[src/fbh_pkg.sv]
// shared constants and types for the file name bucket hash block
`default_nettype none
package fbh_pkg;

   // field widths
   localparam int CHAR_W   = 8;
   localparam int HASH_W   = 31;
   localparam int BUCKET_W = 13;

   // position counter wraps after POS_MOD - 1
   localparam int POS_MOD  = 24;
   localparam int POS_W    = 5;

   // reset value of the bucket count register
   localparam logic [BUCKET_W-1:0] BUCKET_RESET = BUCKET_W'(201);

   // default depth of the queue between front and back
   localparam int QUEUE_DEPTH = 2;

   // upper case ascii range that gets folded
   localparam logic [CHAR_W-1:0] UPPER_FIRST = 8'h41;
   localparam logic [CHAR_W-1:0] UPPER_LAST  = 8'h5A;
   localparam logic [CHAR_W-1:0] CASE_OFFSET = 8'h20;

   // finished name hash handed from front to queue
   typedef struct packed {
      logic              valid;
      logic [HASH_W-1:0] hash;
   } push_type;

   // queue fill status seen by the front
   typedef struct packed {
      logic full;
      logic empty;
   } queue_status_type;

endpackage
`default_nettype wire

[src/fbh_front.sv]
// front part: takes name bytes, folds case and accumulates the running hash
`default_nettype none
module fbh_front (
   input  wire                          clock,
   input  wire                          reset,
   input  wire                          req_valid,
   output logic                         req_ready,
   input  wire  [fbh_pkg::CHAR_W-1:0]   req_char_code,
   input  wire                          req_last_char,
   input  fbh_pkg::queue_status_type    queue_status,
   output fbh_pkg::push_type            push
);
   import fbh_pkg::*;

   logic [HASH_W-1:0] hash_ff, hash_in;
   logic [POS_W-1:0]  pos_ff, pos_in;
   logic [CHAR_W-1:0] folded;
   logic [HASH_W-1:0] term;
   logic [HASH_W-1:0] hash_next;
   logic              accept;

   // room in the queue is all a byte needs
   assign req_ready = !queue_status.full;
   assign accept    = req_valid && req_ready;

   // fold upper case letters to lower case
   always_comb begin
      if (req_char_code inside {[UPPER_FIRST:UPPER_LAST]}) begin
         folded = req_char_code + CASE_OFFSET;
      end else begin
         folded = req_char_code;
      end
   end

   // shift by position and xor into the hash
   assign term      = HASH_W'(folded) << pos_ff;
   assign hash_next = hash_ff ^ term;

   // next hash and position
   always_comb begin
      hash_in = hash_ff;
      pos_in  = pos_ff;
      if (accept) begin
         if (req_last_char) begin
            hash_in = '0;
            pos_in  = '0;
         end else begin
            hash_in = hash_next;
            if (pos_ff == POS_W'(POS_MOD - 1)) begin
               pos_in = '0;
            end else begin
               pos_in = pos_ff + POS_W'(1);
            end
         end
      end
   end

   always_ff @(posedge clock) begin
      if (reset) begin
         hash_ff <= '0;
         pos_ff  <= '0;
      end else begin
         hash_ff <= hash_in;
         pos_ff  <= pos_in;
      end
   end

   // finished hash goes to the queue on the last byte
   assign push.valid = accept && req_last_char;
   assign push.hash  = hash_next;

endmodule
`default_nettype wire

[src/fbh_queue.sv]
// short queue of finished hashes between front and back
`default_nettype none
module fbh_queue #(
   parameter int DEPTH = fbh_pkg::QUEUE_DEPTH
) (
   input  wire                          clock,
   input  wire                          reset,
   input  fbh_pkg::push_type            push,
   output fbh_pkg::queue_status_type    status,
   output logic                         pop_valid,
   input  wire                          pop_ready,
   output logic [fbh_pkg::HASH_W-1:0]   pop_hash
);
   import fbh_pkg::*;

   localparam int PTR_W = (DEPTH > 1) ? $clog2(DEPTH) : 1;
   localparam int CNT_W = $clog2(DEPTH + 1);

   logic [HASH_W-1:0] entry_ff [DEPTH];
   logic [PTR_W-1:0]  wr_ptr_ff, wr_ptr_in;
   logic [PTR_W-1:0]  rd_ptr_ff, rd_ptr_in;
   logic [CNT_W-1:0]  count_ff, count_in;
   logic              do_push, do_pop;

   assign status.full  = (count_ff == CNT_W'(DEPTH));
   assign status.empty = (count_ff == '0);
   assign pop_valid    = !status.empty;
   assign pop_hash     = entry_ff[rd_ptr_ff];

   assign do_push = push.valid && !status.full;
   assign do_pop  = pop_valid && pop_ready;

   // pointer and count updates
   always_comb begin
      wr_ptr_in = wr_ptr_ff;
      rd_ptr_in = rd_ptr_ff;
      count_in  = count_ff;
      if (do_push) begin
         wr_ptr_in = (wr_ptr_ff == PTR_W'(DEPTH - 1)) ? '0 : wr_ptr_ff + PTR_W'(1);
      end
      if (do_pop) begin
         rd_ptr_in = (rd_ptr_ff == PTR_W'(DEPTH - 1)) ? '0 : rd_ptr_ff + PTR_W'(1);
      end
      if (do_push && !do_pop) begin
         count_in = count_ff + CNT_W'(1);
      end else if (do_pop && !do_push) begin
         count_in = count_ff - CNT_W'(1);
      end
   end

   always_ff @(posedge clock) begin
      if (reset) begin
         wr_ptr_ff <= '0;
         rd_ptr_ff <= '0;
         count_ff  <= '0;
      end else begin
         wr_ptr_ff <= wr_ptr_in;
         rd_ptr_ff <= rd_ptr_in;
         count_ff  <= count_in;
      end
   end

   // entry storage
   always_ff @(posedge clock) begin
      if (do_push) begin
         entry_ff[wr_ptr_ff] <= push.hash;
      end
   end

endmodule
`default_nettype wire

[src/fbh_back.sv]
// back part: bit-serial modulo of a finished hash and the result register
`default_nettype none
module fbh_back (
   input  wire                           clock,
   input  wire                           reset,
   input  wire                           pop_valid,
   output logic                          pop_ready,
   input  wire  [fbh_pkg::HASH_W-1:0]    pop_hash,
   input  wire  [fbh_pkg::BUCKET_W-1:0]  bucket_count,
   output logic                          rsp_valid,
   input  wire                           rsp_ready,
   output logic [fbh_pkg::BUCKET_W-1:0]  rsp_bucket_index
);
   import fbh_pkg::*;

   localparam int STEP_W = $clog2(HASH_W);

   localparam logic [1:0] ST_IDLE = 2'd0;
   localparam logic [1:0] ST_RUN  = 2'd1;
   localparam logic [1:0] ST_HOLD = 2'd2;

   logic [1:0]          state_ff, state_in;
   logic [HASH_W-1:0]   dividend_ff, dividend_in;
   logic [BUCKET_W-1:0] rem_ff, rem_in;
   logic [STEP_W-1:0]   step_ff, step_in;
   logic                rsp_valid_ff, rsp_valid_in;
   logic [BUCKET_W-1:0] rsp_index_ff, rsp_index_in;
   logic [BUCKET_W:0]   trial;
   logic [BUCKET_W:0]   trial_diff;
   logic                out_free;

   assign rsp_valid        = rsp_valid_ff;
   assign rsp_bucket_index = rsp_index_ff;
   assign pop_ready        = (state_ff == ST_IDLE);
   assign out_free         = !rsp_valid_ff || rsp_ready;

   // one restoring step: bring in the next dividend bit, subtract if it fits
   assign trial      = {rem_ff, dividend_ff[HASH_W-1]};
   assign trial_diff = trial - {1'b0, bucket_count};

   always_comb begin
      state_in     = state_ff;
      dividend_in  = dividend_ff;
      rem_in       = rem_ff;
      step_in      = step_ff;
      rsp_valid_in = rsp_valid_ff;
      rsp_index_in = rsp_index_ff;
      if (rsp_valid_ff && rsp_ready) begin
         rsp_valid_in = 1'b0;
      end
      case (state_ff)
         ST_IDLE: begin
            if (pop_valid) begin
               dividend_in = pop_hash;
               rem_in      = '0;
               step_in     = '0;
               state_in    = ST_RUN;
            end
         end
         ST_RUN: begin
            if (trial >= {1'b0, bucket_count}) begin
               rem_in = trial_diff[BUCKET_W-1:0];
            end else begin
               rem_in = trial[BUCKET_W-1:0];
            end
            dividend_in = {dividend_ff[HASH_W-2:0], 1'b0};
            step_in     = step_ff + STEP_W'(1);
            if (step_ff == STEP_W'(HASH_W - 1)) begin
               state_in = ST_HOLD;
            end
         end
         ST_HOLD: begin
            // zero bucket count gives index zero
            if (out_free) begin
               rsp_valid_in = 1'b1;
               rsp_index_in = (bucket_count == '0) ? '0 : rem_ff;
               state_in     = ST_IDLE;
            end
         end
         default: begin
            state_in = ST_IDLE;
         end
      endcase
   end

   always_ff @(posedge clock) begin
      if (reset) begin
         state_ff     <= ST_IDLE;
         rsp_valid_ff <= 1'b0;
      end else begin
         state_ff     <= state_in;
         rsp_valid_ff <= rsp_valid_in;
      end
   end

   // datapath registers
   always_ff @(posedge clock) begin
      dividend_ff  <= dividend_in;
      rem_ff       <= rem_in;
      step_ff      <= step_in;
      rsp_index_ff <= rsp_index_in;
   end

endmodule
`default_nettype wire

[src/filename_bucket_hash.sv]
// top level of the file name bucket hash block
//
// A file name enters on the req_ channel one byte per word: req_char_code
// carries the byte, req_last_char marks the final byte of the name. Bytes
// A to Z are folded to lower case; each byte is shifted by its position modulo 24 and
// xored into a 31-bit hash. On the final byte the hash is queued and a
// bit-serial modulo unit reduces it by the bucket count.
// The rsp_ channel returns one word per name, rsp_bucket_index.
// The csr_ channel writes the bucket count; csr_ready is always high. The user
// makes writes only while the block is idle; the block does not enforce it.
// Throughput: a byte is taken every cycle while the hash queue has room.
// After the last byte is accepted the hash passes through the queue; the
// modulo unit loads it, makes 31 restoring steps and then loads the output
// register; it takes no new hash until then, so the modulo loop sets the name rate.
// Reset clears the hash, the position, the queue and the output valid flag,
// and sets the bucket count to 201.
// When the receiver stalls the result waits in the output register, the
// next modulo finishes and holds, and bytes keep arriving until the queue
// fills, after which req_ready drops.
`default_nettype none
module filename_bucket_hash #(
   parameter int QUEUE_DEPTH = fbh_pkg::QUEUE_DEPTH
) (
   input  wire                           clock,
   input  wire                           reset,
   input  wire                           req_valid,
   output logic                          req_ready,
   input  wire  [fbh_pkg::CHAR_W-1:0]    req_char_code,
   input  wire                           req_last_char,
   output logic                          rsp_valid,
   input  wire                           rsp_ready,
   output logic [fbh_pkg::BUCKET_W-1:0]  rsp_bucket_index,
   input  wire                           csr_valid,
   output logic                          csr_ready,
   input  wire  [fbh_pkg::BUCKET_W-1:0]  csr_bucket_count
);
   import fbh_pkg::*;

   logic [BUCKET_W-1:0] bucket_count_ff;
   push_type            push;
   queue_status_type    queue_status;
   logic                pop_valid;
   logic                pop_ready;
   logic [HASH_W-1:0]   pop_hash;

   // bucket count register
   assign csr_ready = 1'b1;

   always_ff @(posedge clock) begin
      if (reset) begin
         bucket_count_ff <= BUCKET_RESET;
      end else if (csr_valid && csr_ready) begin
         bucket_count_ff <= csr_bucket_count;
      end
   end

   // byte intake and hash accumulation
   fbh_front u_front (
      .clock         (clock),
      .reset         (reset),
      .req_valid     (req_valid),
      .req_ready     (req_ready),
      .req_char_code (req_char_code),
      .req_last_char (req_last_char),
      .queue_status  (queue_status),
      .push          (push)
   );

   // finished hashes waiting for the modulo unit
   fbh_queue #(
      .DEPTH (QUEUE_DEPTH)
   ) u_queue (
      .clock     (clock),
      .reset     (reset),
      .push      (push),
      .status    (queue_status),
      .pop_valid (pop_valid),
      .pop_ready (pop_ready),
      .pop_hash  (pop_hash)
   );

   // modulo and result register
   fbh_back u_back (
      .clock            (clock),
      .reset            (reset),
      .pop_valid        (pop_valid),
      .pop_ready        (pop_ready),
      .pop_hash         (pop_hash),
      .bucket_count     (bucket_count_ff),
      .rsp_valid        (rsp_valid),
      .rsp_ready        (rsp_ready),
      .rsp_bucket_index (rsp_bucket_index)
   );

endmodule
`default_nettype wire

[config.mk]
export PLATFORM = sky130hd
export DESIGN_NAME = filename_bucket_hash
export DESIGN_NICKNAME = d
export VERILOG_FILES = /design/src/fbh_pkg.sv /design/src/fbh_front.sv /design/src/fbh_queue.sv /design/src/fbh_back.sv /design/src/filename_bucket_hash.sv
export SDC_FILE = /design/constraint.sdc
export NUM_CORES = 1
export LEC_CHECK = 0
export ABC_AREA = 0
export BUFFER_PORTS_ARGS = -buffer_cell sky130_fd_sc_hd__buf_2
export CAP_MARGIN = 20
export CORE_MARGIN = 5
export CORE_UTILIZATION = 64
export CTS_BUF_LIST = sky130_fd_sc_hd__clkbuf_8
export CTS_CLUSTER_DIAMETER = 50
export DETAILED_ROUTE_END_ITERATION = 6
export PLACE_DENSITY = 0.83
export SYNTH_ARGS = -nofsm -noshare
export SYNTH_HDL_FRONTEND = slang
export SYNTH_SLANG_ARGS = --single-unit
[constraint.sdc]
create_clock -name clock -period 4.17 [get_ports clock]
set_input_delay 0.2085 -clock clock [delete_from_list [all_inputs] [get_ports clock]]
set_output_delay 0.2085 -clock clock [all_outputs]
set_load 0.01 [all_outputs]
* Word level (Yosys, flattened, before mapping) *
Memory sizes are Yosys's and may differ from the RTL's. A register that Yosys moved wholly into a read port is not among the register bits.
Index checks and enable logic that the tools add are counted.

storage, ports and cells
  register bits after elaboration = 118
  bits in writable memories = 62
  input bits = 27
  output and inout port bits = 16
  memories = 1

memory list
  memory            depth  width  rd ports  clocked after memory_dff  wr ports  line             source
  u_queue.entry_ff  2      31     1         1                         1         fbh_queue.sv:19  logic [HASH_W-1:0] entry_ff [DEPTH];

cells by class
  add/subtract/negate cells = 8
  order comparisons = 3
  equal/unequal tests = 8
  shifts and indexed selects = 1
  multiplexer cells = 26
  bitwise operators = 1
  reductions and logical operators = 22

operator list
  operator                                                                             number
  31-bit two-way mux                                                                   2
  31-bit case mux with 2 select lines                                                  1
  8-bit by 5-bit left shift with 31-bit output                                         1
  31-bit XOR                                                                           1
  13-bit two-way mux                                                                   2
  13-bit case mux with 2 select lines                                                  1
  5-bit two-way mux                                                                    3
  14-bit by 13-bit greater-or-equal comparator with 1-bit output                       1
  13-bit logical NOT                                                                   1
  13-bit subtractor                                                                    1
  5-bit by 1-bit adder with 5-bit output, second input constant                        2
  5-bit equality test, second input constant                                           2
  2-bit two-way mux                                                                    5
  5-bit case mux with 2 select lines                                                   1
  1-bit two-way mux                                                                    9
  8-bit by 6-bit adder with 8-bit output, second input constant                        1
  8-bit by 7-bit greater-or-equal comparator with 1-bit output, second input constant  1
  8-bit by 7-bit less-or-equal comparator with 1-bit output, second input constant     1
  1-bit logical AND                                                                    8
  8-bit two-way mux                                                                    1
  2-bit case mux with 3 select lines                                                   1
  1-bit logical NOT                                                                    5
  2-bit equality test, second input constant                                           2
  2-bit logical NOT                                                                    2
  other kinds (10)                                                                     14

* Depth between registers and ports, before layout *
Gate-level depths: netlist of run 1.

  depth in word-level cells = 9
  gate-level depth with buffers = 11

* By module *
A second synthesis of run 1 with hierarchy kept.

unflattened totals
  cells, all modules = 890
  area total of the unflattened synthesis = 9306.4 um2

by module, submodules not included
  module                instances  cells an instance  area an instance (um2)
  fbh_back              1          338                3450.8
  fbh_front             1          386                2914.0
  fbh_queue             1          122                2449.8
  filename_bucket_hash  1          44                 491.7

* Least setup slack after synthesis of run 1 *
OpenSTA, ideal clock, no wires.

  path type = register to register
  start point = register u_queue.count_ff[0]
  end point = register u_back.dividend_ff[0] (enable)
  library setup time = 456 ps
  arrival = 2502 ps
  data required time = 3714 ps
  path slack = 1212 ps
  stages on the path, launching flop included = 3
  path buffers = 0
  cell sequence = dfxtp_1 -> nor3_1 -> nor2_1

between the ends
  cells in the longest elaborated chain, start to end = 3

RTL lines
  what                           line             source
  from (decl)                    fbh_queue.sv:22  logic [CNT_W-1:0] count_ff, count_in;
  from (signal assigned)         fbh_queue.sv:59  count_ff <= count_in;
  2-bit logical NOT              fbh_queue.sv:26  assign status.empty = (count_ff == '0);
  2-bit != test (no line)        --
  2-bit AND reduction (no line)  --
  to (signal assigned)           fbh_back.sv:98   dividend_ff <= dividend_in;
  to (decl)                      fbh_back.sv:23   logic [HASH_W-1:0] dividend_ff, dividend_in;

Every way passes these cells.
A chain may end at the register's enable or synchronous reset.

* Worst setup path after layout of run 1 *
  start point = register u_back.dividend_ff[30]
  end point = register u_back.rem_ff[4], data pin

between the ends
  cells in the longest elaborated chain, start to end = 3
  elaborated cells on any way between the ends = 4
  those cells by class = add/sub (1); order compare (1); mux (2)

RTL lines
  what                                                                                                 line                            source
  13-bit subtractor or 14-bit by 13-bit greater-or-equal comparator with 1-bit output (tied branches)  fbh_back.sv:39, fbh_back.sv:61
  13-bit two-way mux *                                                                                 fbh_back.sv:61                  if (trial >= {1'b0, bucket_count}) begin
  13-bit case mux with 2 select lines *                                                                fbh_back.sv:51                  case (state_ff)
  to (signal assigned)                                                                                 fbh_back.sv:99                  rem_ff <= rem_in;
  to (decl)                                                                                            fbh_back.sv:24                  logic [BUCKET_W-1:0] rem_ff, rem_in;

Mark *: on every way between the ends. The rest lies on a longest branch, timed or not.

==> results of run 1 <==
[Yosys cell counts, drive strengths merged (18+ instances only)]
cell type	n	share of area (%)
a31oi	24	1.6
nand2	80	3.3
inv	26	1.1
a21oi	41	2.2
xor2	20	1.9
mux2i	54	5.9
o21ai	65	3.6
ha	18	2.5
nor2	78	3.2
dfxtp	57	12
xnor2	26	2.5
edfxtp	124	41
clkbuf	46	1.9
[worst max path at each step]
stage                           startpoint  slack (ns)                     to
floorplan              u_queue.count_ff[0]        1.21  u_back.dividend_ff[0]
global placement    u_back.dividend_ff[30]        1.18       u_back.rem_ff[0]
detailed placement  u_back.dividend_ff[30]        0.97       u_back.rem_ff[4]
CTS                 u_back.dividend_ff[30]        0.92       u_back.rem_ff[4]
global route        u_back.dividend_ff[30]        0.53       u_back.rem_ff[4]
finish              u_back.dividend_ff[30]        0.84       u_back.rem_ff[4]
[final cells by class]
class | count | share of cell area [%]
Tap cell | 180 | 2.26
Clock inverter | 15 | 1.30
Timing Repair Buffer | 64 | 4.11
Multi-Input combinational cell | 618 | 40.2
Clock buffer | 17 | 2.34
Inverter | 28 | 1.05
Sequential cell | 181 | 48.7
[timing repair]
action	4_1_cts	5_1_grt
hold buffers	13	0
hold endpoints to repair	13	0
gates resized for setup	0	0
[placed cells by master, fill, tap and decap left out, types with 9 or more instances in the layout]
master,count
dlygate4sd3_1,13
xor2_1,20
a21oi_1,41
nand3_1,16
o31ai_1,9
nor3_1,14
edfxtp_1,124
o21ai_0,64
buf_2,41
o22ai_1,9
nand4_1,16
xnor2_1,26
a22oi_1,10
and2_1,16
a31oi_1,24
buf_4,10
nand2_1,80
inv_1,27
a21o_1,9
ha_1,18
clkbuf_8,17
dfxtp_1,56
o21a_1,9
nand2b_1,15
mux2i_1,54
nor2_1,76
[cell families after synthesis]
group	count (synthesis)
buffers and inverters	78
DFF	181
AOI/OAI and AO/OA	223
xor gates and xnor gates	46
other	1
and+or+nand+nor	271
adders and majority gates	19
muxes	58
[layer usage]
metal	GRT usage, %	share of wire [%]
met3	5.81	7.6
met1	35.2	43
met4	9.78	2.9
met2	42.6	47
met5	0	0
[flip-flops by register name (all words and copies together) (netlist names), named ones only]
| register | flops |
|---|---|
| u_back.step_ff | 5 |
| u_back.state_ff | 2 |
| u_queue.rd_ptr_ff | 1 |
| u_back.rsp_valid | 1 |
| u_queue.count_ff | 2 |
| u_queue.entry_ff | 62 |
| u_queue.wr_ptr_ff | 1 |
| u_back.rem_ff | 13 |
| u_front.hash_ff | 31 |
| bucket_count_ff | 13 |
| u_back.rsp_bucket_index | 13 |
| u_back.dividend_ff | 31 |
| u_front.pos_ff | 5 |
[power by group]
| part | leakage (nW) | total (mW) | switching, mW | internal [mW] |
|---|---|---|---|---|
| registers | 1.65 | 2.75 | 0.286 | 2.46 |
| clock network | 0.191 | 1.12 | 0.642 | 0.477 |
| logic | 1.76 | 1.80 | 1.10 | 0.694 |
| total | 3.60 | 5.67 | 2.03 | 3.64 |
[metrics by stage]
stage	instance area, sq um	setup WS (ns)
2_1_floorplan	9160	1.21
3_3_place_gp	9490	1.18
3_5_place_dp	9490	0.974
4_1_cts	9990	0.921
5_1_grt	9990	0.530
6_report	9990	0.836
[worst max-delay path, cell delays in order (launching register included)]
cell and delay, ns:
edfxtp_1 0.37, inv_1 0.06, ha_1 0.21, fa_1 0.42, nor2b_1 0.17, o21ai_0 0.12
a21oi_1 0.34, o21ai_0 0.18, a21boi_0 0.59, nor2_1 0.27, o41ai_1 0.41
==> out/metrics.yaml, run 1 <==
synth:
  synth.distinct_cells: 71
  postSynthCellCount: 877
  synthSimpleGateAreaFrac_pct: 14.0
  syn_nets: 923
  synthMuxAreaShare_pct: 6.68
  avgSynthCellArea_sq_um: 10.4
  async_reset_ff_share_pct: 0
  synth_edf_count: 124
  synth_xor_area_share_pct: 4.40
  syn-cell-area_sq_um: 9160
  synthFlopType: "edfxtp_1"
  synthAdderAreaFrac_pct: 2.68
  synth_compound_area_share_pct: 15.8
  yosysWarnings: 0
  synth_top_family_by_area: "compound AO/OA/AOI/OAI gates"
  ys_seq_area_share_pct: 53.1
  ys_seq_elements: 181
floorplanning:
  fp-row-count: 43
  ioPinCount: 43
  dieArea_sq_um: 16800
  start_util_pct: 65.7
  die_w_microns: 130
  dieHeight_microns: 130
  core_area_sq_um: 13900
sta:
  period_needed_ns: 3.33
  finalCritPeriodShare_pct: 79.9
  rsz0062_at_grt: "false"
  setup_viol: 0
  timing.fmax_ghz: 0.300
  maxSlewHeadroom_pct: 26.3
  hold_violations: 0
  setup_tns_ns: 0
  fin_worst_skew_ns: 0.0128
  whs_ns: 0.0650
  drv_slew: 0
  worst_slew_pin_slew_ns: 1.10
flow_run:
  maxCapViolCount: 0
detailed_routing:
  viasPerCell: 6.37
  drt_iter0_drc: 909
  remaining_drc_errors: 1
  firstDrtPassIters: 7
  routed_wirelength_microns: 21400
  drtAntennaViolNets: 0
  wire_per_inst_microns: 19.4
  dr_total_vias: 7023
critical_path:
  crit_fanout: 7
  r2r_cells: 10
  r2r-start: "u_back.dividend_ff[30]"
  cp.arrival_ns: 3.60
  r2r-end: "u_back.rem_ff[4]"
  crit_required_ns: 4.43
  critPathKind: "flip-flop to flip-flop"
  reg2reg_setup_slack_ns: 0.84
  crit_path_end_kind: "flip-flop"
  start_kind: "flip-flop"
cts:
  cts_setup_buffers: 0
  ctsHtreeMaxLevel: 4
  cts.sinks: 181
  cts_inserted_buffers: 17
  clk_latency_ns: 0.46
  cts_tree: "done"
  path_clk_slew_ns: 0.09
  clock-root-buffer: "clkbuf_8"
  cts_buffer_depth: 2
finish:
  fillers: 977
  n_antenna_cell: 0
  stdcell_count: 1103
  multiInputGateArea_sq_um: 4020
  post-route-util_pct: 71.7
  area_delta_synth_final_pct: 9.09
  nets: 956
  seqCellArea_sq_um: 4870
  drive_gt1_share_pct: 10.9
global_routing:
  grt_pass1_wl_microns: 34600
  antenna_found_initial: 0
  grt_max_degree: 45
  grt_usage_pct: 26.4
  grt_pass1_vias: 6923
  globalRouteOverflowTotal: 0
worst_hold_path:
  min-delay-start: "rsp_ready"
  holdCritPathClass: "primary input to flip-flop"
  worst_hold_path.endpoint: "u_back.rsp_valid"
  worstHoldPathCells: 3
outcome:
  violations: "design-rule violations"
  status: "complete, but fails checks"
placed_design:
  portBuffers: 41
  gp_congestion: 0.985
  dp_hpwl_microns: 14900
  place_inst: 1058
power_and_ir_drop:
  ir_drop_uv: 661
  p_leak_nw: 3.60
  p_total_mw: 5.67
  power_density_nw_per_um2: 568
No activity file was read; power rests on OpenSTA's default activity.
==> run 2, diff against run 1 <==
Settings changed: ABC_AREA 0 to 1, CORE_UTILIZATION 64 to 57, PLACE_DENSITY 0.83 to 0.78.
Clock period 4.17 ns to 2.9 ns, I/O delays scaled along.
==> run 2 against run 1 <==
  * The flow now finishes without violations
  * Total power rose by 41%
  * First-iteration DRC count fell by 29%
  * Core utilization fell by 8.0 points
  * Setup slack got worse by 0.43 ns
  * Sequential power rose by 38%
  * Clock skew barely moved
  * Register-to-register slack got worse by 0.43 ns
  * Flip-flop and latch count did not move
  * Global-route usage fell by 5.2 points
  * Critical path type unchanged
==> out/metrics.yaml, run 2 <==
synth:
  synthFlopType: "edfxtp_1"  # unchanged
  syn-cell-area_sq_um: 8680  # was 9160 sq um
  ys_seq_elements: 181  # unchanged
  yosys-top-cells-count: "176 x nand2_1, 131 x a21oi_1, 124 x edfxtp_1, 82 x nor2_1, 77 x inv_1"  # was 124 x edfxtp_1, 80 x nand2_1, 78 x nor2_1, 64 x o21ai_0, 57 x dfxtp_1
  yosysTopAreaCellShare_pct: 42.9  # was 40.7%
  syn_nets: 994  # was 923
  postSynthCellCount: 948  # was 877
  yosysWarnings: 0  # unchanged
  synth.distinct_cells: 46  # was 71
  synth_edf_count: 124  # unchanged
  synth.most_common_cell: "nand2_1"  # was edfxtp_1
  yosysTopAreaCell: "edfxtp_1"  # unchanged
  synth_area_leaders: "edfxtp_1 43%, dfxtp_1 13%, nand2_1 7.6%, a21oi_1 7.6%, nand3_1 4.1%"  # was edfxtp_1 41%, dfxtp_1 12%, mux2i_1 5.9%, o21ai_0 3.5%, nand2_1 3.3%
  avgSynthCellArea_sq_um: 9.16  # was 10.4 sq um
  async_reset_ff_share_pct: 0  # unchanged
  ys_seq_area_share_pct: 56.0  # was 53.1%
floorplanning:
  ioPinCount: 43  # unchanged
  die_w_microns: 133  # was 130 microns
  start_util_pct: 57.5  # was 65.7%
  core_area_sq_um: 15100  # was 13,900 sq um
  dieHeight_microns: 133  # was 130 microns
  dieArea_sq_um: 17800  # was 16,800 sq um
  fp-row-count: 45  # was 43
detailed_routing:
  firstDrtPassIters: 5  # was 7
  wire_per_inst_microns: 15.3  # was 19.4 microns
  dr_total_vias: 6699  # was 7,023
  viasPerCell: 5.56  # was 6.37
  remaining_drc_errors: 0  # was 1
  drt_iter0_drc: 645  # was 909
  routed_wirelength_microns: 18400  # was 21,400 microns
  drtAntennaViolNets: 0  # unchanged
power_and_ir_drop:
  switching_share_pct: 37.3  # was 35.8%
  ir_drop_uv: 661  # about the same
  p_leak_nw: 3.79  # was 3.60 nW
  p_int_mw: 5.01  # was 3.64 mW
  p_sw_mw: 2.98  # was 2.03 mW
  pwr-share-clk_pct: 18.9  # was 19.8%
  power_density_nw_per_um2: 832  # was 568 nW/um^2
  pwr-share-comb_pct: 33.6  # was 31.7%
  pwr-share-seq_pct: 47.4  # was 48.5%
cts:
  cts.sinks: 181  # unchanged
  ctsHtreeMaxLevel: 4  # unchanged
  cts_setup_buffers: 0  # unchanged
  path_clk_slew_ns: 0.09  # about the same
  cts_inserted_buffers: 17  # unchanged
  clk_latency_ns: 0.46  # about the same
  clock-root-buffer: "clkbuf_8"  # unchanged
  cts_resized: 0  # unchanged
  cts_buffer_depth: 2  # unchanged
  cts_hold_buf: 17  # was 13
  cts_tree: "done"  # unchanged
sta:
  maxSlewHeadroom_pct: 58.7  # was 26.3%
  rsz0062_at_grt: "false"  # unchanged
  fin_worst_skew_ns: 0.0126  # was 0.0128 ns
  whs_ns: 0.0313  # was 0.0650 ns
  setup_tns_ns: 0  # unchanged
  drv_slew: 0  # unchanged
  worst_slew_pin_slew_ns: 0.614  # was 1.10 ns
  period_needed_ns: 2.49  # was 3.33 ns
  finalCritPeriodShare_pct: 85.9  # was 79.9%
  hold_violations: 0  # unchanged
  setup_viol: 0  # unchanged
  timing.fmax_ghz: 0.402  # was 0.300 GHz
placed_design:
  gp_congestion: 0.851  # was 0.985
  portBuffers: 41  # unchanged
  dp_hpwl_microns: 12300  # was 14,900 microns
  place_inst: 1155  # was 1,058
global_routing:
  grt_max_degree: 44  # was 45
  grt_pass1_vias: 6144  # was 6,923
  grt_pass1_wl_microns: 30300  # was 34,600 microns
  globalRouteOverflowTotal: 0  # unchanged
  grt_usage_pct: 21.2  # was 26.4%
  antenna_found_initial: 0  # unchanged
critical_path:
  slowest_delay_ns: 0.42  # was 0.59 ns
  path_cells: "ha_1 -> nand2_1 -> nand2_1 -> nor2_1 -> o21ai_1 -> nand3_1 -> nand3_2 -> o21ai_0 -> a21oi_1"  # was inv_1 -> ha_1 -> fa_1 -> nor2b_1 -> o21ai_0 -> a21oi_1 -> o21ai_0 -> a21boi_0 -> nor2_1 -> o41ai_1
  crit_fanout: 26  # was 7
  cp_slowest_cell: "edfxtp_1"  # was a21boi_0
  reg2reg_setup_slack_ns: 0.41  # was 0.84 ns
  critPathKind: "flip-flop to flip-flop"  # unchanged
  crit_path_end_kind: "flip-flop"  # unchanged
  crit_required_ns: 3.10  # was 4.43 ns
  cpMostUsedCell: "nand2_1"  # was o21ai_0
  cp.arrival_ns: 2.69  # was 3.60 ns
  start_kind: "flip-flop"  # unchanged
finish:
  drive_gt1_share_pct: 12.1  # was 10.9%
  n_antenna_cell: 0  # unchanged
  final_cell_mix: "175 x nand2_1, 131 x a21oi_1, 124 x edfxtp_1, 79 x inv_1, 78 x nor2_1"  # was 124 x edfxtp_1, 80 x nand2_1, 76 x nor2_1, 64 x o21ai_0, 56 x dfxtp_1
  reg.largest.list: "u_queue.entry_ff: 62 flops, u_back.dividend_ff: 31 flops, u_front.hash_ff: 31 flops"  # unchanged
  fillers: 1226  # was 977
  max_flop_register: "u_queue.entry_ff"  # unchanged
  stdcell_count: 1204  # was 1,103
  area_delta_synth_final_pct: 10.7  # was 9.09%
  layout_commonest_cell: "nand2_1"  # was edfxtp_1
  largest_reg_flops: 62  # unchanged
  nets: 1049  # was 956
worst_hold_path:
  holdCritPathClass: "primary input to flip-flop"  # unchanged
outcome:
  status: "finished, final reports clean"  # was complete, but fails checks
flow_run:
  maxCapViolCount: 0  # unchanged
-- run 2: cell types whose count changed after synthesis, moves of 22 or more --
cell      previous run  this run
o21ai_0             64        41
nand2_1             80       176
clkbuf_1            46        24
nand3_1             16        71
mux2i_1             54         0
a21oi_1             41       131
inv_1               26        77
a31oi_1             24         1
-- run 2: logic make-up (layout without fill, tap and decap cells) --
group                      after synthesis  count (layout)  synth area share (%)
buffers and inverters                  122             190                  5.62
DFF                                    181             181                  56.0
adders and majority gates               19              19                  2.83
and+or+nand+nor                        404             404                  20.7
AOI/OAI and AO/OA                      200             200                  12.5
other                                    1               1                0.0432
xor gates and xnor gates                21              21                  2.21
-- run 2: layout make-up --
class                           count  area, sq um  area share, %
Multi-Input combinational cell    645         3350           34.8
Clock buffer                       17          234           2.44
Sequential cell                   181         4860           50.6
Tap cell                          188          235           2.45
Inverter                           83          312           3.24
Timing Repair Buffer               75          503           5.24
Clock inverter                     15          111           1.16
-- run 2: critical path: cells and delay by family, from the launching register on --
kind	cells	cell delay (ns)
AND/OR/NAND/NOR	5	0.86
AO/OA/AOI/OAI	3	0.57
flip-flops	1	0.42
adder cells (fa/ha/maj)	1	0.37
-- run 2: worst paths after layout --
path / start / endpoint / cells past startpoint
setup / recovery: u_back.rem_ff[2] / u_back.rem_ff[6] / 9
hold / removal: csr_valid / bucket_count_ff[3] / 2
setup reg to reg: u_back.rem_ff[2] / u_back.rem_ff[6] / 9
hold reg to reg: u_front.hash_ff[17] / u_front.hash_ff[17] / 2
-- run 2: power groups by stage --
stage	Clock (mW)	Sequential, mW	Combinational, mW
2_1_floorplan	0	3.80	1.95
3_3_place_gp	0	3.82	2.56
4_1_cts	1.54	3.79	2.66
3_5_place_dp	0	3.85	2.63
6_report	1.51	3.79	2.69
5_1_grt	1.66	3.84	3.00
-- run 2: stage by stage --
step	area, sq um	utilization [%]	setup slack [ns]	power [mW]
detailed placement	9090	60.2	0.441	6.47
CTS	9610	63.7	0.427	7.99
finish	9610	63.7	0.410	7.99
global placement	9090	60.2	0.575	6.38
global route	9610	63.7	0.200	8.50
floorplan	8680	-	0.193	5.74
-- run 2: metal layers --
layer / part of all wire [%] / wire length (microns) / up-vias / global-route usage, %
met5: 0 / 0 / - / 0
met4: 1.2 / 216 / 0 / 4.74
met3: 6.2 / 1150 / 22 / 4.46
met2: 45 / 8300 / 216 / 32.6
met1: 48 / 8760 / 3089 / 31.2
li1: - / - / 3372 / -
==> run 3, diff against run 2 <==
Settings changed: ABC_AREA 1 to unset, CORE_UTILIZATION 57 to 58, CTS_CLUSTER_SIZE set to 25, PLACE_DENSITY 0.78 to 0.79.
==> run 3 against run 2 <==
  * Largest power group unchanged
  * Critical path depth is 1 higher
  * Highest routed layer unchanged
  * Global-route usage increased by 2.2 points
  * Critical path type unchanged
  * First-iteration DRC count decreased by 11%
  * Sequential power rose by 3%
  * Register-to-register slack got worse by 0.20 ns
  * Clock skew rose by 0.00067 ns
  * Clock power is 11% higher
  * Total power grew 2.9%
==> out/metrics.yaml, run 3 (synthesized netlist as in run 1, its figures left out) <==
outcome:
  status: "finished, final reports clean"  # unchanged
critical_path:
  r2r-end: "u_back.rem_ff[1]"  # was u_back.rem_ff[6]
  reg2reg_setup_slack_ns: 0.21  # was 0.41 ns
  start_kind: "flip-flop"  # unchanged
  critPathKind: "flip-flop to flip-flop"  # unchanged
  r2r_cells: 10  # was 9
  crit_fanout: 12  # was 26
  crit_path_end_kind: "flip-flop"  # unchanged
  r2r-start: "u_back.rem_ff[1]"  # was u_back.rem_ff[2]
  crit_required_ns: 3.15  # was 3.10 ns
  cp.arrival_ns: 2.94  # was 2.69 ns
cts:
  cts_buffer_depth: 2  # unchanged
  clk_latency_ns: 0.48  # was 0.46 ns
  clock-root-buffer: "clkbuf_8"  # unchanged
  cts_tree: "done"  # unchanged
  ctsHtreeMaxLevel: 4  # unchanged
  path_clk_slew_ns: 0.10  # was 0.09 ns
  cts_setup_buffers: 0  # unchanged
  cts.sinks: 181  # unchanged
  cts_inserted_buffers: 17  # unchanged
sta:
  timing.fmax_ghz: 0.372  # was 0.402 GHz
  period_needed_ns: 2.69  # was 2.49 ns
  whs_ns: 0.121  # was 0.0313 ns
  setup_viol: 0  # unchanged
  hold_violations: 0  # unchanged
  worst_slew_pin_slew_ns: 0.804  # was 0.614 ns
  fin_worst_skew_ns: 0.0133  # was 0.0126 ns
  setup_tns_ns: 0  # unchanged
  drv_slew: 0  # unchanged
  maxSlewHeadroom_pct: 46.4  # was 58.7%
  rsz0062_at_grt: "false"  # unchanged
  finalCritPeriodShare_pct: 92.8  # was 85.9%
power_and_ir_drop:
  switching_share_pct: 35.3  # was 37.3%
  p_int_mw: 5.32  # was 5.01 mW
  p_leak_nw: 3.76  # was 3.79 nW
  pwr-share-seq_pct: 47.5  # was 47.4%
  power_density_nw_per_um2: 799  # was 832 nW/um^2
  pwr-share-clk_pct: 20.3  # was 18.9%
  p_sw_mw: 2.90  # was 2.98 mW
  pwr-share-comb_pct: 32.2  # was 33.6%
  ir_drop_uv: 783  # was 661 uV
global_routing:
  globalRouteOverflowTotal: 0  # unchanged
  grt_usage_pct: 23.4  # was 21.2%
  grt_pass1_vias: 6795  # was 6,144
  antenna_found_initial: 1  # was 0
  grt_pass1_wl_microns: 33700  # was 30,300 microns
  grt_max_degree: 50  # was 44
finish:
  area_delta_synth_final_pct: 12.4  # was 10.7%
  largest_reg_flops: 62  # unchanged
  layout_commonest_cell: "edfxtp_1"  # was nand2_1
  final_cell_mix: "124 x edfxtp_1, 80 x nand2_1, 75 x nor2_1, 63 x o21ai_0, 56 x dfxtp_1"  # was 175 x nand2_1, 131 x a21oi_1, 124 x edfxtp_1, 79 x inv_1, 78 x nor2_1
  max_flop_register: "u_queue.entry_ff"  # unchanged
  fillers: 1248  # was 1,226
  reg.largest.list: "u_queue.entry_ff: 62 flops, u_back.dividend_ff: 31 flops, u_front.hash_ff: 31 flops"  # unchanged
  nets: 986  # was 1,049
  drive_gt1_share_pct: 13.4  # was 12.1%
flow_run:
  maxCapViolCount: 0  # unchanged
placed_design:
  portBuffers: 41  # unchanged
  gp_congestion: 0.928  # was 0.851
  dp_hpwl_microns: 14200  # was 12,300 microns
floorplanning:
  dieHeight_microns: 136  # was 133 microns
  die_w_microns: 136  # was 133 microns
  core_area_sq_um: 15700  # was 15,100 sq um
  dieArea_sq_um: 18400  # was 17,800 sq um
  start_util_pct: 58.5  # was 57.5%
  ioPinCount: 43  # unchanged
  fp-row-count: 46  # was 45
detailed_routing:
  firstDrtPassIters: 6  # was 5
  routed_wirelength_microns: 20800  # was 18,400 microns
  drtAntennaViolNets: 0  # unchanged
  viasPerCell: 5.95  # was 5.56
  remaining_drc_errors: 0  # unchanged
  dr_total_vias: 6967  # was 6,699
  drt_iter0_drc: 572  # was 645
  wire_per_inst_microns: 17.8  # was 15.3 microns
worst_hold_path:
  holdCritPathClass: "primary input to flip-flop"  # unchanged
  min-delay-start: "csr_valid"  # unchanged
  worst_hold_path.endpoint: "bucket_count_ff[7]"  # was bucket_count_ff[3]
  worstHoldPathCells: 3  # was 2
run 3: cell count changes in the layout (fill, tap and decap cells not counted), sizes merged, moves of 19 or more:
cell   change
nand2    -101
a31oi     +22
inv       -53
a21oi     -93
nand3     -57
mux2i     +54
buf       +19
run 3: routing by layer:
| metal | part of all wire (%) | global-route usage (%) | vias up |
|---|---|---|---|
| li1 | - | - | 3366 |
| met1 | 43 | 30.1 | 3290 |
| met2 | 48 | 38.4 | 246 |
| met3 | 5.5 | 4.98 | 65 |
| met4 | 3.3 | 10.0 | 0 |
| met5 | 0 | 0 | - |
run 3: final cells by class:
class / instances / area (sq um) / share of cell area [%]
antenna: 1 / 2.50 / 0.0243
tap: 216 / 270 / 2.63
clock buffer: 17 / 234 / 2.27
multi-input combinational: 618 / 4020 / 39.0
sequential: 181 / 4870 / 47.3
clock inverter: 15 / 148 / 1.44
inverter: 28 / 105 / 1.02
timing repair buffer: 94 / 646 / 6.28
run 3: per-stage QoR:
stage | instance area, sq um | cells | total power [mW] | utilization (%) | setup WS, ns
after floorplan | 9160 | 877 | 5.76 | - | 0.242
after global placement | 9730 | 1120 | 6.47 | 62.2 | 0.251
after detailed placement | 9730 | 1120 | 6.56 | 62.2 | 0.174
after CTS | 10300 | 1169 | 8.22 | 65.7 | 0.152
after global routing | 10300 | 1170 | 8.70 | 65.7 | 0.0635
final | 10300 | 1170 | 8.22 | 65.7 | 0.209
run 3: worst max path at each step:
stage,from,cells past startpoint,endpoint
5_1_grt,bucket_count_ff[5],10,u_back.rem_ff[1]
6_report,u_back.rem_ff[1],10,u_back.rem_ff[1]
3_3_place_gp,u_back.rem_ff[4],8,u_back.rem_ff[4]
3_5_place_dp,u_back.rem_ff[4],8,u_back.rem_ff[4]
2_1_floorplan,u_queue.count_ff[0],4,u_queue.entry_ff[0][0]
4_1_cts,u_back.rem_ff[4],8,u_back.rem_ff[9]
run 3: worst max-delay path, cell delays in order (launching register included):
cell	delay (ns)
edfxtp_1	0.45
ha_1	0.38
nor2b_1	0.17
o21ai_0	0.25
a21oi_1	0.15
buf_4	0.16
o21a_1	0.19
o21ai_0	0.16
buf_4	0.21
a211oi_1	0.09
a31o_2	0.24
run 3: timing repair:
action	4_1_cts	5_1_grt
setup endpoints to repair	0	7
hold endpoints to repair	20	0
resized for setup	0	2
hold buffers	17	0
run 3: power groups by stage:
stage	clock network, mW	registers, mW	logic [mW]
after floorplan	0	3.77	1.99
after global placement	0	3.93	2.54
after detailed placement	0	3.95	2.61
after CTS	1.68	3.91	2.63
after global routing	1.80	3.96	2.94
final	1.67	3.91	2.65
